[src/design/salwc_queue.sv]
// Two-entry queue between the front and back parts.
`timescale 1ns / 1ps
module salwc_queue #(
   parameter int WIDTH = 8
) (
   input  logic             clock,
   input  logic             reset,
   input  logic             push,
   output logic             not_full,
   input  logic [WIDTH-1:0] push_data,
   input  logic             pop,
   output logic             not_empty,
   output logic [WIDTH-1:0] pop_data
);

   logic [WIDTH-1:0] slot_ff [2];
   logic             wp_ff, rp_ff;
   logic [1:0]       cnt_ff;

   assign not_full  = (cnt_ff != 2'd2);
   assign not_empty = (cnt_ff != 2'd0);
   assign pop_data  = slot_ff[rp_ff];

   always_ff @(posedge clock) begin
      if (reset) begin
         wp_ff  <= 1'b0;
         rp_ff  <= 1'b0;
         cnt_ff <= 2'd0;
      end else begin
         if (push && not_full) wp_ff <= ~wp_ff;
         if (pop && not_empty) rp_ff <= ~rp_ff;
         cnt_ff <= cnt_ff + 2'((push && not_full) ? 1 : 0) - 2'((pop && not_empty) ? 1 : 0);
      end
      if (push && not_full) begin
         slot_ff[wp_ff] <= push_data;
      end
   end

endmodule

[config.mk]
export PLATFORM = sky130hd
export DESIGN_NAME = salwc_queue
export DESIGN_NICKNAME = d
export VERILOG_FILES = /design/src/design/salwc_queue.sv
export SDC_FILE = /design/constraint.sdc
export NUM_CORES = 1
export LEC_CHECK = 0
export ABC_AREA = 1
export BUFFER_PORTS_ARGS = -buffer_cell sky130_fd_sc_hd__buf_4
export CAP_MARGIN = 10
export CORE_UTILIZATION = 45
export DETAILED_ROUTE_END_ITERATION = 16
export GPL_TIMING_DRIVEN = 0
export PLACE_DENSITY_LB_ADDON = 0.12
export REMOVE_ABC_BUFFERS = 1
export SYNTH_ARGS = -nofsm -noshare
export SYNTH_HDL_FRONTEND = slang
export SYNTH_SLANG_ARGS = --single-unit
[constraint.sdc]
create_clock -name clock -period 1.3 [get_ports clock]
set_input_delay 0.065 -clock clock [delete_from_list [all_inputs] [get_ports clock]]
set_output_delay 0.065 -clock clock [all_outputs]
set_load 0.01 [all_outputs]
==> summary.txt <==
Drt
  • Drt initial violations: 4
  • DRT antenna net count: 0
  • Via count: 570
  • DR pass1 iterations: 3
  • Number of remaining DRC errors: 0
  • Vias per inst: 4.56
  • Final WL: 1400 um
  • Wirelength per Cell: 11.2 um

Global route
  • GR met2 Demand/Resource: 27.9%
  • Grt met1 use: 18.2%
  • Vias in the first global route: 551
  • Largest net degree at the start of global routing: 12
  • Initial antenna violation count: 0
  • Global-route wire length before repair: 2240 um
  • GR Layer Usage met3: 4.71%
  • Total track usage: 16.3%
  • Grt peak-use layer: met2
  • Grt ovf: 0

Synth
  • Most common cell in the netlist: edfxtp_1
  • EDFF count, synth: 16
  • Synth top area share: 54.9%
  • YS warnings: 0
  • Post-synthesis sequential area ratio: 66.3%
  • Post-synthesis cell count: 62
  • Asr flop ratio synth: 0%
  • Mean area per synthesized cell: 14.1 sq um
  • Post-synth top flop: edfxtp_1
  • Flops & latches, synth: 21
  • Top cells by count, synth: 16 x edfxtp_1, 8 x inv_1, 8 x mux2_4, 7 x nor2_1, 6 x nand2_1
  • Post-synth top area cell: edfxtp_1
  • Cell variety after synth: 14
  • Area contributors post-synth: edfxtp_1 55%, mux2_4 14%, dfxtp_1 11%
  • Synthesized area: 876 sq um

Power and ir drop
  • P_int: 1600 uW
  • Combinational share of power: 43.8%
  • Clk network pwr share: 12.8%
  • LEAKAGE: 0.000539 uW
  • Switching portion of total power: 32.0%
  • Sw power: 751 uW
  • Seq pwr share: 43.4%
  • PD cells: 1780 nW/um^2
  • Peak supply drop: 1.26 mV

Floorplan
  • Area of the die: 2130 sq um
  • # rows: 15
  • Die W: 46.1 um
  • Boundary Pins: 22
  • Initial cell density of the core: 49.1%
  • Core area: 1780 sq um
  • Die height: 46.1 um

STA
  • Min cycle time layout: 1.41 ns
  • Final hold violation count: 0
  • PnR worst setup slack: -0.111 ns
  • Worst slew margin: 82.9%
  • TNS Setup: -0.212 ns
  • Final Cycle Share: 109%
  • Setup violators final: 9
  • Max-slew violations: 0
  • Unrepaired setup endpoints after global routing: yes
  • Tightest Pin Transition: 0.256 ns
  • Final Skew: 0.00361 ns
  • F_max: 709 MHz

Clock tree
  • TritonCTS sink count: 21
  • CTS Buffer Depth: 2
  • Clk_lat worst skew: 0.29 ns
  • Clock root buffer: clkbuf_4
  • Clk pin slew, worst setup/hold paths: 0.11 ns
  • # H-tree levels: 1
  • CTS tree: built
  • CTS Buf Count: 3

Critical path
  • Crit path largest cell delay: 0.39 ns
  • CP top delay family: adder cells
  • CP max FO: 3
  • CP startpoint kind: register
  • CP required: 1.50 ns
  • Critical path type: register to register
  • Crit. End Element: register
  • Slowest cell on crit path: dfxtp_4
  • CP Buf/Inv Count: 2
  • Worst EP arrival: 1.61 ns
  • CP cell instances: nor2_4, nor2_4, ha_4, inv_2, ha_4, inv_2, nand2_2, a21oi_2, nor2_1

Worst hold path
  • Path category of the worst min-delay check: input pin to register

Finish
  • FF/Latch Area: 592 sq um
  • Share of cells above drive strength 1: 58.0%
  • N_diodes: 0
  • Non-Filler Instances: 125
  • P&R area growth vs syn: 50.9%
  • Layout fillers: 122
  • Final nets: 115
  • Multi-input gate area: 320 sq um

Run
  • Max-cap viol count: 0

Run status
  • Status: complete, but fails checks
  • Failing checks: negative setup slack

Place
  • Placed Cells: 107
  • RD Place Congestion: 0.755
  • Post-DP HPWL: 902 um
  • IO buf count: 21
-- state kept, by name, indices dropped and copies added, names as in the netlist, named ones only --
register,flops
rp_ff,1
wp_ff,1
cnt_ff,2
slot_ff,16
-- layout make-up --
class / instances / area share [%]
clock buffers: 4 / 1.99
inverters: 8 / 2.75
multi-input cells: 32 / 24.2
flip-flops and latches: 21 / 44.8
well taps: 25 / 2.37
repair buffers: 35 / 23.9
-- through the flow --
stage	hold WS [ns]	power [uW]	instance area [sq um]	setup slack, ns	util (%)
3_3_place_gp	0.230	1660	1050	-0.237	59.1
5_1_grt	0.0683	2520	1320	-0.172	74.1
6_report	0.0553	2350	1320	-0.111	74.1
2_1_floorplan	0.136	1410	865	-0.149	-
4_1_cts	0.0398	2220	1260	-0.104	70.7
3_5_place_dp	0.232	1680	1050	-0.241	59.1
-- worst paths after layout --
path	from	to	slack [ns]	cells past startpoint
hold reg to reg	rp_ff$_SDFFE_PP0P_	register	0.53	2
setup reg to reg	cnt_ff[0]$_SDFF_PP0_	cnt_ff[1]$_SDFF_PP0_	-0.11	9
hold / removal	pop	register	0.06	4
setup / recovery	cnt_ff[0]$_SDFF_PP0_	cnt_ff[1]$_SDFF_PP0_	-0.11	9
-- logic make-up after synthesis --
kind of cell / after synthesis / share of synthesized area (%)
AO/OA/AOI/OAI: 2 / 1.14
adder cells (fa/ha/maj): 2 / 2.86
AND/OR/NAND/NOR: 20 / 11.3
flip-flops: 21 / 66.3
buffers and inverters: 9 / 4.71
multiplexers: 8 / 13.7
-- worst register-to-register path, cell delays in order, from the launching register on --
cell     delay (ns)
dfxtp_4        0.39
nor2_4         0.13
nor2_4         0.05
ha_4           0.25
inv_2          0.04
ha_4           0.16
inv_2          0.04
nand2_2        0.05
a21oi_2        0.14
nor2_1         0.07
-- layer usage --
layer	vias up	part of all wire (%)	wire length, um
met2	18	52	728
met5	-	0	0
met4	0	1.0	14
met3	2	4.8	68
li1	289	-	-
met1	261	42	592
-- power by group through the flow --
stage                     Clock, uW  Combinational, uW  Sequential [uW]
after floorplan                   0                462              953
after global placement            0                687              971
after detailed placement          0                704              974
after CTS                       312                907             1000
after global routing            334               1140             1040
final                           300               1030             1020
-- layout by cell type, fill, tap and decap left out --
cell type,instances
a21oi_1,1
a21oi_2,1
buf_4,18
buf_6,8
clkbuf_1,1
clkbuf_4,3
clkinvlp_4,1
dfxtp_1,2
dfxtp_4,3
dlygate4sd3_1,9
edfxtp_1,16
ha_4,2
inv_1,4
inv_2,2
inv_4,1
mux2_4,8
nand2_1,2
nand2_2,4
nand2_4,2
nand3_1,1
nand3_2,2
nor2_1,6
nor2_4,3
-- repair_timing --
action | in CTS | in global routing
pin swaps | 6 | 5
setup endpoints to repair | 18 | 27
hold endpoints to repair | 17 | 0
resized for setup | 19 | 14
setup buffers | 4 | 1
hold buffers | 9 | 0
(Power assumes the default switching activity.)
