<file path="src/design/salwc_pkg.sv">
// Shared constants, types and helpers of the LRU write-back cache model.
`timescale 1ns / 1ps
package salwc_pkg;

   localparam int SET_BITS_MAX_DEF = 8;
   localparam int WAYS_DEF         = 8;
   localparam int AGE_WIDTH_DEF    = 32;
   localparam int ADDR_WIDTH_DEF   = 64;

   localparam int TOT_W  = 48;   // running totals
   localparam int DNOW_W = 42;   // current dirty bytes
   localparam int SB_W   = 4;
   localparam int BB_W   = 5;
   localparam int WY_W   = 4;
   localparam int CSR_IDX_W  = 2;
   localparam int CSR_DATA_W = 5;
   localparam int WEFF_W = 6;    // effective way count, up to 15

   localparam logic [BB_W-1:0] BLOCK_BITS_TOP = 5'd30;
   localparam logic            OP_STORE       = 1'b1;

   localparam logic [CSR_IDX_W-1:0] CSR_SET_BITS   = 2'd0;
   localparam logic [CSR_IDX_W-1:0] CSR_BLOCK_BITS = 2'd1;
   localparam logic [CSR_IDX_W-1:0] CSR_WAYS       = 2'd2;

   localparam logic [1:0] OUT_HIT   = 2'd0;
   localparam logic [1:0] OUT_FILL  = 2'd1;
   localparam logic [1:0] OUT_EVICT = 2'd2;

   typedef struct packed {
      logic [SB_W-1:0] set_bits;
      logic [BB_W-1:0] block_bits;
      logic [WY_W-1:0] ways_in_use;
   } cfg_type;

   typedef enum logic [1:0] {
      BK_CLEAR,
      BK_IDLE,
      BK_EXEC
   } back_state_type;

   function automatic logic [BB_W-1:0] eff_block_bits(input cfg_type c);
      eff_block_bits = (c.block_bits > BLOCK_BITS_TOP) ? BLOCK_BITS_TOP : c.block_bits;
   endfunction

   function automatic logic [TOT_W-1:0] sat_add48(input logic [TOT_W-1:0] a,
                                                  input logic [TOT_W-1:0] b);
      logic [TOT_W:0] s;
      s = {1'b0, a} + {1'b0, b};
      sat_add48 = s[TOT_W] ? {TOT_W{1'b1}} : s[TOT_W-1:0];
   endfunction

endpackage

</file>
<file path="src/design/salwc_front.sv">
// Front stage: takes an access and splits the address into set index and tag.
`timescale 1ns / 1ps
module salwc_front #(
   parameter int SET_BITS_MAX = salwc_pkg::SET_BITS_MAX_DEF,
   parameter int ADDR_WIDTH   = salwc_pkg::ADDR_WIDTH_DEF,
   parameter int SET_W        = (SET_BITS_MAX > 0) ? SET_BITS_MAX : 1,
   parameter int ENT_W        = 1 + SET_W + ADDR_WIDTH
) (
   input  logic                  clock,
   input  logic                  reset,
   input  salwc_pkg::cfg_type    cfg,
   input  logic                  hold,
   input  logic                  in_valid,
   output logic                  in_ready,
   input  logic                  in_store,
   input  logic [ADDR_WIDTH-1:0] in_addr,
   output logic                  out_valid,
   input  logic                  out_ready,
   output logic [ENT_W-1:0]      out_entry
);

   logic                  vld_ff, vld_in;
   logic [ENT_W-1:0]      ent_ff;
   logic [ENT_W-1:0]      ent_in;
   logic [salwc_pkg::BB_W-1:0] bb;
   logic [5:0]            sb;
   logic [SET_W-1:0]      set_idx;
   logic [ADDR_WIDTH-1:0] tag;

   always_comb begin
      bb = salwc_pkg::eff_block_bits(cfg);
      sb = (6'(cfg.set_bits) > 6'(SET_BITS_MAX)) ? 6'(SET_BITS_MAX) : 6'(cfg.set_bits);
      set_idx = SET_W'(in_addr >> bb) & ~({SET_W{1'b1}} << sb);
      if (SET_BITS_MAX == 0) begin
         set_idx = '0;
      end
      tag = in_addr >> (7'(sb) + 7'(bb));
      ent_in = {in_store, set_idx, tag};
      in_ready = !hold && (!vld_ff || out_ready);
      vld_in = vld_ff && !out_ready;
      if (in_valid && in_ready) begin
         vld_in = 1'b1;
      end
   end

   always_ff @(posedge clock) begin
      if (reset) begin
         vld_ff <= 1'b0;
      end else begin
         vld_ff <= vld_in;
      end
      if (in_valid && in_ready) begin
         ent_ff <= ent_in;
      end
   end

   assign out_valid = vld_ff;
   assign out_entry = ent_ff;

endmodule

</file>
<file path="config.mk">
export PLATFORM = sky130hd
export DESIGN_NAME = salwc_front
export DESIGN_NICKNAME = d
export VERILOG_FILES = /design/src/design/salwc_pkg.sv /design/src/design/salwc_front.sv
export SDC_FILE = /design/constraint.sdc
export NUM_CORES = 1
export LEC_CHECK = 0
export ABC_CLOCK_PERIOD_IN_PS = 10990
export BUFFER_PORTS_ARGS = -buffer_cell sky130_fd_sc_hd__buf_2
export CELL_PAD_IN_SITES_DETAIL_PLACEMENT = 1
export CELL_PAD_IN_SITES_GLOBAL_PLACEMENT = 1
export CORE_UTILIZATION = 47
export DETAILED_ROUTE_END_ITERATION = 10
export GPL_ROUTABILITY_DRIVEN = 1
export PLACE_DENSITY = 0.88
export SLEW_MARGIN = 30
export SYNTH_ARGS = -nofsm -noshare
export SYNTH_HDL_FRONTEND = slang
export SYNTH_SLANG_ARGS = --single-unit
export TNS_END_PERCENT = 30
</file>
<file path="constraint.sdc">
create_clock -name clock -period 10.99 [get_ports clock]
set_input_delay 0.5495 -clock clock [delete_from_list [all_inputs] [get_ports clock]]
set_output_delay 0.5495 -clock clock [all_outputs]
set_load 0.05 [all_outputs]
</file>
==> results of run 1 <==
## cells in the final DEF (no fill, tap or decap), types with 4 or more instances in the layout
master       n
a31oi_1      9
a32oi_1      8
nor2b_1     16
inv_1        8
o21a_1       7
nor2_1      47
a2111oi_0    6
and3_1       6
nor4_1       6
o221ai_1     9
buf_4       17
mux2_2      17
o21ai_0     55
nor3_1      14
o22ai_1      4
or3_1        5
nand3_1     25
and2_1      12
nand2_1     91
nand2b_1     5
a21oi_1     40
clkbuf_16    9
a211oi_1    21
mux4_2      18
mux2i_1    193
o221a_2      8
a221oi_1     4
a22oi_1     17
o211ai_1     8
buf_2      153
nand4_1      6
edfxtp_1    73
## logic make-up after synthesis
group           Yosys count  synth area share (%)
simple gates            241                 13.89
mux                     231                 32.28
compound gates          226                 19.10
fa+ha+maj                 5                0.8711
flops                    74                 27.50
buf+inv                 100                 5.833
xor+xnor                  4                0.5290
## worst paths after layout
path	end	slack, ps	startpoint
worst max-delay path	out_entry[6]$_DFFE_PP_	5540	cfg[5]
worst min-delay path	out_valid$_SDFF_PP0_	370	reset
worst max register to register	out_entry[61]$_SDFFCE_PP0P_	9170	out_valid$_SDFF_PP0_
worst min register to register	out_valid$_SDFF_PP0_	490	out_valid$_SDFF_PP0_
## routing by layer
layer | up-vias | GRT usage [%] | share of wire (%)
met5 | - | 0 | 0
met4 | 0 | 20.18 | 5.3
li1 | 3571 | - | -
met3 | 102 | 4.521 | 7.4
met1 | 3868 | 43.47 | 40
met2 | 480 | 54.51 | 47
## through the flow
step | instance area (um^2) | util, % | cells
2_1_floorplan | 8044 | - | 881
3_5_place_dp | 8841 | 53.12 | 1182
6_report | 9141 | 54.93 | 1198
4_1_cts | 9138 | 54.91 | 1198
3_3_place_gp | 8841 | 53.12 | 1182
5_1_grt | 9141 | 54.93 | 1198
## sequential cells by signal, indices dropped and copies added, names as in the netlist
| register | flops |
|---|---|
| out_entry | 73 |
| out_valid | 1 |
## report_power, final
group	internal (mW)	switching, mW	total (mW)	leakage (nW)
combinational	0.247	0.506	0.753	3.03
clock	0.176	0.112	0.288	0.139
sequential	0.359	0.00704	0.366	0.693
## final cells by class
class | instances | area [um^2] | share of cell area, %
Clock inverter | 6 | 67.56 | 0.7391
Sequential cell | 74 | 2212 | 24.20
Inverter | 10 | 37.54 | 0.4106
Tap cell | 220 | 275.3 | 3.011
Timing Repair Buffer | 171 | 904.6 | 9.896
Multi-Input combinational cell | 707 | 5415 | 59.24
Clock buffer | 10 | 229.0 | 2.505
==> flow_metrics.env, run 1 <==
export IMPL_synth_seq_cells=74
export IMPL_path_buf_inv=5
export IMPL_worst_slew_pin_slew_ps=964.4
export IMPL_slew_headroom_pct=35.47
export IMPL_synth_ff_type="edfxtp_1"
export IMPL_port_buffers=153
export IMPL_drive_gt1_share_pct=24.85
export IMPL_cts_tree="built"
export IMPL_cts_buffers=9
export IMPL_postCtsSetupBuffers=0
export IMPL_coreArea_um2=16640
export IMPL_rsz0062_at_grt="no"
export IMPL_grt_max_degree=76
export IMPL_routedWlPerCell_um=24.87
export IMPL_initial_utilization_pct=48.33
export IMPL_drc=0
export IMPL_final_min_clock_period_ps=5450
export IMPL_async_flop_share_pct=0
export IMPL_slew_violations=0
export IMPL_synth_commonest_cells="193 x mux2i_1, 91 x nand2_1, 73 x edfxtp_1"
export IMPL_grt_pass1_wl_mm=46.00
export IMPL_std_cell_rows=47
export IMPL_drt_iter0_markers=999
export IMPL_grt_use_total_pct=33.88
export IMPL_clock_skew_ps=7.366
export IMPL_reg2reg_depth=5
export IMPL_viasPerCell=6.695
export IMPL_cp_arrival_ps=5510
export IMPL_synthTopCellsByArea="edfxtp_1 27%, mux2i_1 24%, mux4_2 5.0%, nand2_1 4.2%, o21ai_0 3.4%"
export IMPL_status="finished, final reports clean"
export IMPL_fmax_mhz=183.5
export IMPL_dp_hpwl_mm=22.56
export IMPL_critical_path_class="input port to flip-flop"
export IMPL_power_mw=1.407
export IMPL_yosysSeqAreaShare_pct=27.50
export IMPL_die_w_um=132.8
export IMPL_cts_buffer_depth=2
export IMPL_yosysMostFrequentCell="mux2i_1"
export IMPL_fillers=1989
export IMPL_path_clk_slew_ps=50
export IMPL_clk_latency_ps=340
export IMPL_hold_path_depth=2
export IMPL_p_leak_nw=3.865
export IMPL_die_y_um=132.8
export IMPL_setup_viol=0
export IMPL_antenna_cells=0
export IMPL_power_density_nw_per_um2=153.9
export IMPL_finalSetupTns_ps=0
export IMPL_cp_slowest_cell="fa_4"
export IMPL_first_global_vias=7941
export IMPL_synth_edff_count=73
export IMPL_peakVddDrop_v=0.0001073
export IMPL_holdBufCountCts=0
export IMPL_finalHoldViolations=0
export IMPL_cts_root_buffer="clkbuf_16"
export IMPL_yosys_warnings=0
export IMPL_grt_overflow=0
export IMPL_synth_top_cell_area_share_pct=27.25
export IMPL_crit_top_cell="inv_1"
export IMPL_worstPathRequired_ps=11050
export IMPL_syn_to_final_growth_pct=13.64
export IMPL_syn_inst=881
export IMPL_final_nets=1061
export IMPL_cp_top_family="buffers and inverters"
export IMPL_clock_sinks=74
export IMPL_maxCapViolations=0
export IMPL_hold_slack_ps=369.4
export IMPL_antenna_found_initial=0
export IMPL_firstDrtPassIters=5
export IMPL_dp_worst_setup_slack_ps=5048
export IMPL_io_pins=158
export IMPL_setup_ws_ps=5540
export IMPL_cts_resized=0
export IMPL_synthesis_nets=969
export IMPL_period_share_pct=49.59
export IMPL_syn_area_um2=8044
export IMPL_ant_nets=0
export IMPL_avgSynthCellArea_um2=9.130
export IMPL_yosysTopAreaCell="edfxtp_1"
export IMPL_crit_chain="buf_2, buf_4, nand4_1, nand2_1, inv_1, ha_4, inv_1, fa_4, buf_6, mux4_2, and2_1, o21ai_0, o311ai_0, mux2i_1, o211ai_1"
export IMPL_endpoint_kind="flip-flop"
export IMPL_fp_dieArea_um2=17640
export IMPL_critPathMaxStageDelay_ps=820
export IMPL_worstSetupStartpointType="input port"
export IMPL_hold_class="input port to flip-flop"
export IMPL_cp_depth=15
export IMPL_crit_fanout=75
export IMPL_synthDistinctLibCells=64
export IMPL_gp_congestion=0.9526
export IMPL_wirelength_mm=29.79
export IMPL_dr_total_vias=8021
export IMPL_htreeDepth=3
(Power assumes the default switching activity.)
==> run 2, diff against run 1 <==
- ABC_AREA: not set -> 1
- ABC_CLOCK_PERIOD_IN_PS: 10990 -> 5100
- CORE_UTILIZATION: 47 -> 39
- PLACE_DENSITY: 0.88 -> 0.83
- clock period: 10.99 -> 5.1 ns (I/O delays scaled with it)
==> run 2 against run 1 <==
Net effect: critical endpoint is now out_entry[11]$_DFFE_PP_; sequential cell count did not move; setup slack worse by 4000 ps; sequential share of layout area fell by 0.50 points; synthesized cell count grew 58%; clock-buffer cell count is 1 lower; first-iteration DRC count fell by 0.70%; register-to-register slack lost 6200 ps; via count up 26%; total power up 130%.
==> flow_metrics.env, run 2 <==
export IMPL_synth_seq_cells=74
export IMPL_fp_dieArea_um2=21170
export IMPL_syn_area_um2=8030
export IMPL_status="finished, final reports clean"
export IMPL_slew_headroom_pct=44.66
export IMPL_async_flop_share_pct=0
export IMPL_port_buffers=153
export IMPL_endpoint_kind="flip-flop"
export IMPL_finalSetupTns_ps=0
export IMPL_fmax_mhz=280.8
export IMPL_worst_slew_pin_slew_ps=830.1
export IMPL_setup_ws_ps=1539
export IMPL_ant_nets=0
export IMPL_cts_buffer_depth=2
export IMPL_die_y_um=145.5
export IMPL_synth_commonest_cells="499 x nand2_1, 402 x nand3_1, 100 x o21ai_0"
export IMPL_crit_top_cell="o21ai_0"
export IMPL_critPathMaxStageDelay_ps=640
export IMPL_rsz0062_at_grt="no"
export IMPL_hold_class="input port to flip-flop"
export IMPL_slew_violations=0
export IMPL_final_nets=1561
export IMPL_reg2reg_depth=4
export IMPL_die_w_um=145.5
export IMPL_wirelength_mm=31.75
export IMPL_yosysSeqAreaShare_pct=27.55
export IMPL_crit_chain="buf_2, nand2_1, o21ai_2, inv_1, ha_2, inv_1, fa_2, inv_2, buf_4, o21ai_0, o21ai_0, nand2_1, nand3_1, nand3_1, o21ai_0"
export IMPL_yosys_warnings=0
export IMPL_cts_buffers=9
export IMPL_path_clk_slew_ps=60
export IMPL_postCtsSetupBuffers=0
export IMPL_synth_edff_count=73
export IMPL_peakVddDrop_v=0.0001660
export IMPL_std_cell_rows=52
export IMPL_cp_slowest_cell="o21ai_0"
export IMPL_grt_pass1_wl_mm=50.40
export IMPL_first_global_vias=9541
export IMPL_clock_skew_ps=12.48
export IMPL_dr_total_vias=10080
export IMPL_setup_viol=0
export IMPL_htreeDepth=3
export IMPL_cts_tree="built"
export IMPL_cts_root_buffer="clkbuf_16"
export IMPL_power_mw=3.285
export IMPL_antenna_found_initial=0
export IMPL_hold_slack_ps=79.33
export IMPL_yosysMostFrequentCell="nand2_1"
export IMPL_fillers=2860
export IMPL_syn_to_final_growth_pct=16.25
export IMPL_power_density_nw_per_um2=351.9
export IMPL_coreArea_um2=20230
export IMPL_clk_latency_ps=360
export IMPL_drt_iter0_markers=992
export IMPL_regToRegStartpoint="out_valid$_SDFF_PP0_"
export IMPL_dp_worst_setup_slack_ps=1314
export IMPL_io_pins=158
export IMPL_antenna_cells=0
export IMPL_finalHoldViolations=0
export IMPL_holdBufCountCts=0
export IMPL_endpoint="out_entry[11]$_DFFE_PP_"
export IMPL_viasPerCell=5.768
export IMPL_p_leak_nw=4.546
export IMPL_crit_fanout=22
export IMPL_synthTopCellsByArea="edfxtp_1 27%, nand3_1 25%, nand2_1 23%, o21ai_0 6.2%, inv_1 3.2%"
export IMPL_layout_commonest_cell="nand2_1"
export IMPL_yosysTopAreaCell="edfxtp_1"
export IMPL_final_min_clock_period_ps=3561
export IMPL_firstDrtPassIters=5
export IMPL_clock_sinks=74
export IMPL_grt_use_total_pct=30.01
export IMPL_synth_ff_type="edfxtp_1"
export IMPL_placed_cells=1732
export IMPL_seq_area_um2=2212
export IMPL_dpl_instance_area_um2=9027
export IMPL_worstPathRequired_ps=5260
export IMPL_initial_utilization_pct=39.69
export IMPL_synth_top_cell_area_share_pct=27.30
export IMPL_cts_resized=0
export IMPL_period_share_pct=69.83
export IMPL_worstSetupStartpointType="input port"
export IMPL_dp_hpwl_mm=23.40
export IMPL_most_common_layout_cells="499 x nand2_1, 402 x nand3_1, 153 x buf_2"
export IMPL_cp_top_family="compound AO/OA/AOI/OAI gates"
export IMPL_r2r_end="out_entry[42]$_SDFFCE_PP0P_"
export IMPL_routedWlPerCell_um=18.16
export IMPL_synthDistinctLibCells=27
export IMPL_grt_max_degree=98
export IMPL_cp_depth=15
export IMPL_final_cells=1748
export IMPL_avgSynthCellArea_um2=5.781
export IMPL_drive_gt1_share_pct=14.95
export IMPL_gp_congestion=0.9299
export IMPL_hp_start="in_store"
export IMPL_largest_reg_flops=73
export IMPL_design_area_um2=9335
export IMPL_drc=0
export IMPL_cp_arrival_ps=3720
export IMPL_multiInputGateArea_um2=5194
export IMPL_cp_startpoint="cfg[8]"
export IMPL_critical_path_class="input port to flip-flop"
export IMPL_r2r_setup_slack_ps=2950
export IMPL_grt_overflow=0
export IMPL_synthesis_nets=1477
export IMPL_maxCapViolations=0
export IMPL_syn_inst=1389
export IMPL_path_buf_inv=5
export IMPL_final_util_pct=46.14
[run 2: changes by cell type after synthesis, sizes merged, moves of 23 or more]
cell and change:
nand2 +408, nand3 +377, mux2i -193, inv +63, o21ai +51, a21oi -27, clkbuf +23
[run 2: where the power goes]
| part | internal (mW) | total, mW | switching [mW] |
|---|---|---|---|
| Sequential | 0.776 | 0.791 | 0.0153 |
| Clock | 0.388 | 0.694 | 0.306 |
| Combinational | 0.487 | 1.80 | 1.31 |
[run 2: kinds of logic after synthesis]
| kind of cell | synth area share [%] |
|---|---|
| fa+ha+maj | 0.8726 |
| xor+xnor | 0.6233 |
| compound gates | 8.616 |
| simple gates | 53.47 |
| buf+inv | 8.866 |
| flops | 27.55 |
[run 2: cell type report]
type                       count  area share (%)
timing repair buffer         181           10.86
sequential                    74           23.70
clock buffer                   9           2.413
multi-input combinational   1135           55.64
tap                          270           3.619
inverter                      72           2.895
clock inverter                 7          0.8846
[run 2: worst min-delay path by stage]
stage | slack, ps | end | cells after the start
2_1_floorplan | 350 | out_entry[72]$_DFFE_PP_ | 0
6_report | 80 | out_entry[72]$_DFFE_PP_ | 1
3_3_place_gp | 430 | out_entry[72]$_DFFE_PP_ | 1
4_1_cts | 80 | out_entry[72]$_DFFE_PP_ | 1
3_5_place_dp | 440 | out_entry[72]$_DFFE_PP_ | 1
5_1_grt | 80 | out_entry[72]$_DFFE_PP_ | 1
[run 2: layer usage]
layer	global-route usage, %	wire, um	vias to the layer above
met5	0	0	-
met4	10.89	922	0
met3	5.423	2539	63
met2	48.13	14640	396
met1	40.36	13650	4816
li1	-	-	4807
